==> src/rtl/altls_ram.sv <==
// ----------------------------------------------------------------------------
// Generic single-port-write RAM
// One write port and one read port with registered read data.
// ----------------------------------------------------------------------------
module altls_ram #(
  parameter int WIDTH = 8,
  parameter int DEPTH = 2
) (
  input  logic                                     clk,
  input  logic                                     wr_en,
  input  logic [((DEPTH > 1) ? $clog2(DEPTH) : 1)-1:0] wr_addr,
  input  logic [WIDTH-1:0]                         wr_data,
  input  logic                                     rd_en,
  input  logic [((DEPTH > 1) ? $clog2(DEPTH) : 1)-1:0] rd_addr,
  output logic [WIDTH-1:0]                         rd_data
);

  logic [WIDTH-1:0] mem_r [DEPTH];
  logic [WIDTH-1:0] rd_data_r;

  always_ff @(posedge clk) begin
    if (wr_en) begin
      mem_r[wr_addr] <= wr_data;
    end
    if (rd_en) begin
      rd_data_r <= mem_r[rd_addr];
    end
  end

  assign rd_data = rd_data_r;

endmodule

==> config.mk <==
export PLATFORM = sky130hd
export DESIGN_NAME = altls_ram
export DESIGN_NICKNAME = d
export VERILOG_FILES = /design/src/rtl/altls_ram.sv
export SDC_FILE = /design/constraint.sdc
export NUM_CORES = 1
export LEC_CHECK = 0
export BUFFER_PORTS_ARGS = -buffer_cell sky130_fd_sc_hd__buf_2
export CORE_ASPECT_RATIO = 2
export CORE_MARGIN = 1
export CORE_UTILIZATION = 28
export DETAILED_ROUTE_END_ITERATION = 8
export GPL_TIMING_DRIVEN = 0
export SLEW_MARGIN = 0
export SYNTH_ARGS = -nofsm -noshare
export SYNTH_HDL_FRONTEND = slang
export SYNTH_SLANG_ARGS = --single-unit
==> constraint.sdc <==
create_clock -name clk -period 1.9 [get_ports clk]
set_input_delay 0.19 -clock clk [delete_from_list [all_inputs] [get_ports clk]]
set_output_delay 0.19 -clock clk [all_outputs]
set_load 0.02 [all_outputs]
**Word level (Yosys, flattened, before mapping)**

Memory sizes are Yosys's and may differ from the RTL's. A register that Yosys moved wholly into a read port is not among the register bits.
Cells that the tools add are included.

- Flip-flop bits (word level): 0
- Memory bits (writable): 16
- Logic and storage cells: 3
- Memories: 1

- Mux-type cells: 2

Memories:

| name | words | bits a word | rd ports | clocked after memory_dff | wr ports | line | RTL |
|---|---|---|---|---|---|---|---|
| mem_r | 2 | 8 | 1 | 1 | 1 | 18 | `logic [WIDTH-1:0] mem_r [DEPTH];` |

Operators with widths:

| cell | number |
|---|---|
| two-way mux 1 bit | 2 |

**Longest topological paths before layout**

- Depth after elaboration: 2
- Mapped depth: 2
- Depth with buffers taken out: 1

**Worst setup path before layout**

OpenSTA, ideal clock, no wires.

- Kind: input -> register
- Start: input port wr_en
- End: memory mem_r[0][0], enable pin
- Setup time: 0.373 ns
- Arrival time: 0.610 ns
- Path slack: 0.917 ns
- Stages on the path: 1
- Buffers on the path: 0
- Path through: nor2b_1

- Cells in the longest elaborated chain, start to end: 2

Ends and longest elaborated chain:

| element | line | RTL |
|---|---|---|
| from (decl) | 10 | `input logic wr_en,` |
| two-way mux 1 bit | 22 | `if (wr_en) begin` |
| two-way mux 1 bit (not written as such) | 23 | `mem_r[wr_addr] <= wr_data;` |
| to (decl) | 18 |  |

Every way passes these cells.

**Worst setup path in the final report**

- Start: input port wr_addr
- End: memory mem_r[0][3], enable pin

RTL lines:

| element | line | RTL |
|---|---|---|
| from (decl) | 11 | `input logic [((DEPTH > 1) ? $clog2(DEPTH) : 1)-1:0] wr_addr,` |

No word-level cell before the write port.

==> flow_metrics.env <==
export IMPL_synth_top_area_cell="edfxtp_1"
export IMPL_min_period_ns=0.978
export IMPL_vias=368
export IMPL_slew_limit_headroom_pct=50.6
export IMPL_p_sw_uw=188
export IMPL_synth_seq_cells=24
export IMPL_die_h_um=80.6
export IMPL_start_kind="input pin"
export IMPL_fin_ws_ns=0.922
export IMPL_cts_max_level=1
export IMPL_via_per_inst=4.23
export IMPL_die_w_um=41.3
export IMPL_core_area_um2=2940
export IMPL_timing_fmax_mhz=1020
export IMPL_tightest_slew_ns=0.739
export IMPL_hold_path_class="in2reg"
export IMPL_cellPowerDensity_nw_per_um2=959
export IMPL_dr_pass1_iters=2
export IMPL_min_period_over_period_pct=51.5
export IMPL_cts_sinks=24
export IMPL_fin_nets=72
export IMPL_grt_pass1_vias=352
export IMPL_ir_drop_mv=0.523
export IMPL_worstHoldEndpoint="mem_r[1][7]$_DFFE_PP_"
export IMPL_placed_cells=84
export IMPL_r2r_setup_slack_ns=1.01
export IMPL_p_int_uw=808
export IMPL_drive_above_1_share_pct=54.4
export IMPL_clk_pin_slew_ns=0.07
export IMPL_mostFrequentLayoutCell="edfxtp_1"
export IMPL_yosys_cell_types_count=5
export IMPL_r2r_cells=1
export IMPL_cts_buffers=3
export IMPL_register_area_um2=721
export IMPL_rsz0062_at_grt="no"
export IMPL_worst_path_max_fanout=8
export IMPL_seq_area_frac_synth_pct=83.4
export IMPL_outcome="finished clean"
export IMPL_die_area_um2=3330
export IMPL_cp_required_ns=1.79
export IMPL_io_buffers=19
export IMPL_final_cell_mix="24 x edfxtp_1, 19 x buf_2, 8 x mux2_4"
export IMPL_synth_top_area_share_pct=83.4
export IMPL_grt_use_total_pct=7.74
export IMPL_synth_area_per_cell_um2=24.7
export IMPL_cellLeakagePower_nw=0.401
export IMPL_ant_nets=0
export IMPL_grt_max_degree=13
export IMPL_hold_viol=0
export IMPL_antenna_found_initial=0
export IMPL_cts_setup_buffers=0
export IMPL_clock_root_buffer="clkbuf_8"
export IMPL_hold_buffers=0
export IMPL_cp_buffers_inverters=1
export IMPL_grt_pass1_wl_um=1580
export IMPL_drc_errors=0
export IMPL_drt_iter0_drc=4
export IMPL_worstSetupPathType="in2reg"
export IMPL_clockBufferDepth=2
export IMPL_io_pins=21
export IMPL_cts_resized=0
export IMPL_slew_viol_final=0
export IMPL_seqPwrFrac_pct=63.6
export IMPL_antenna_cells=0
export IMPL_p_comb_share_pct=8.3
export IMPL_finalSetupViolations=0
export IMPL_synthCells=35
export IMPL_r2r_end="rd_data[6]$_DFFE_PP_"
export IMPL_final_cells=87
export IMPL_endpoint_kind="register"
export IMPL_multi_input_area_um2=133
export IMPL_finalWirelength_um=1010
export IMPL_hp_start="wr_data[7]"
export IMPL_cp_slowest_cell="nor2b_1"
export IMPL_synth_area_leaders="edfxtp_1 83%, mux2_4 14%, buf_6 1.3%"
export IMPL_p_sw_share_pct=18.9
export IMPL_clkPwrFrac_pct=28.1
export IMPL_path_delay_family="simple AND/OR/NAND/NOR gates"
export IMPL_startpoint="wr_addr"
export IMPL_max_stage_delay_ns=0.57
export IMPL_finClkSkew_ns=0.000893
export IMPL_wl_per_cell_um=11.7
export IMPL_worstPathArrival_ns=0.87
export IMPL_num_fill_cells=295
export IMPL_initial_core_util_pct=29.4
export IMPL_timing_rr_start="mem_r[0][6]$_DFFE_PP_"
export IMPL_synth_nets=48
export IMPL_gp_congestion=0.527
export IMPL_hold_depth=1
export IMPL_cts_tree="built"
export IMPL_dp_slack_ns=0.637
export IMPL_syn_area_um2=865
export IMPL_crit_chain="buf_2 -> nor2b_1"
export IMPL_ys_warn_count=0
export IMPL_num_rows=28
export IMPL_grt_ovfl_total=0
export IMPL_power_total_uw=996
export IMPL_area_growth_pct=20.1
export IMPL_maxCapViolCount=0
export IMPL_insertion_delay_ns=0.25
export IMPL_fin_setup_tns_ns=0
## metrics by stage
step	utilization, %	area (µm²)	hold WS, ns
finish	35.3	1040	0.117
global route	35.3	1040	0.106
CTS	35.3	1040	0.110
detailed placement	33.9	997	0.381
global placement	33.9	997	0.381
floorplan	-	865	0.289
## layer usage
metal  GRT usage, %  up-vias  share of wire [%]
met1           6.63      167                 32
li1               -      182                  -
met2           12.7       17                 58
met4           6.77        0                2.7
met3           2.49        2                7.2
met5              0        -                  0
## registers in the layout, summed over array words and instances (netlist names)
register / count
rd_data: 8
mem_r: 16
## cells in the mapped netlist
cell and number:
buf_6 1, mux2_4 8, edfxtp_1 24, nor2b_1 1
and2_1 1
## cells by family (layout without fill, tap and decap cells)
| family | after synthesis | after routing | share of synthesized area (%) |
|---|---|---|---|
| AND/OR/NAND/NOR | 2 | 2 | 1.45 |
| multiplexers | 8 | 8 | 13.9 |
| buffers and inverters | 1 | 23 | 1.30 |
| flip-flops | 24 | 24 | 83.4 |
## power by group through the flow
stage / sequential (mW) / combinational [mW] / clock [mW]
finish: 0.633 / 0.0829 / 0.280
global route: 0.637 / 0.0914 / 0.307
CTS: 0.634 / 0.0846 / 0.291
detailed placement: 0.646 / 0.0845 / 0
global placement: 0.643 / 0.0821 / 0
floorplan: 0.661 / 0.0362 / 0
## final cells by class
cell class                 instances  area share, %
multi-input combinational         10           12.8
tap                               30           3.61
timing repair buffer              19           9.16
buffer                             1           1.08
sequential                        24           69.4
clock buffer                       3           3.98
## how the worst max path moves through the flow
| stage | to | slack [ns] | cells after the start |
|---|---|---|---|
| finish | mem_r[0][3]$_DFFE_PP_ | 0.92 | 2 |
| global route | mem_r[0][3]$_DFFE_PP_ | 0.85 | 2 |
| CTS | rd_data[4] | 0.91 | 1 |
| detailed placement | mem_r[0][6]$_DFFE_PP_ | 0.64 | 2 |
| global placement | mem_r[0][6]$_DFFE_PP_ | 0.70 | 2 |
| floorplan | mem_r[0][0]$_DFFE_PP_ | 0.92 | 1 |
(Power assumes the default switching activity.)
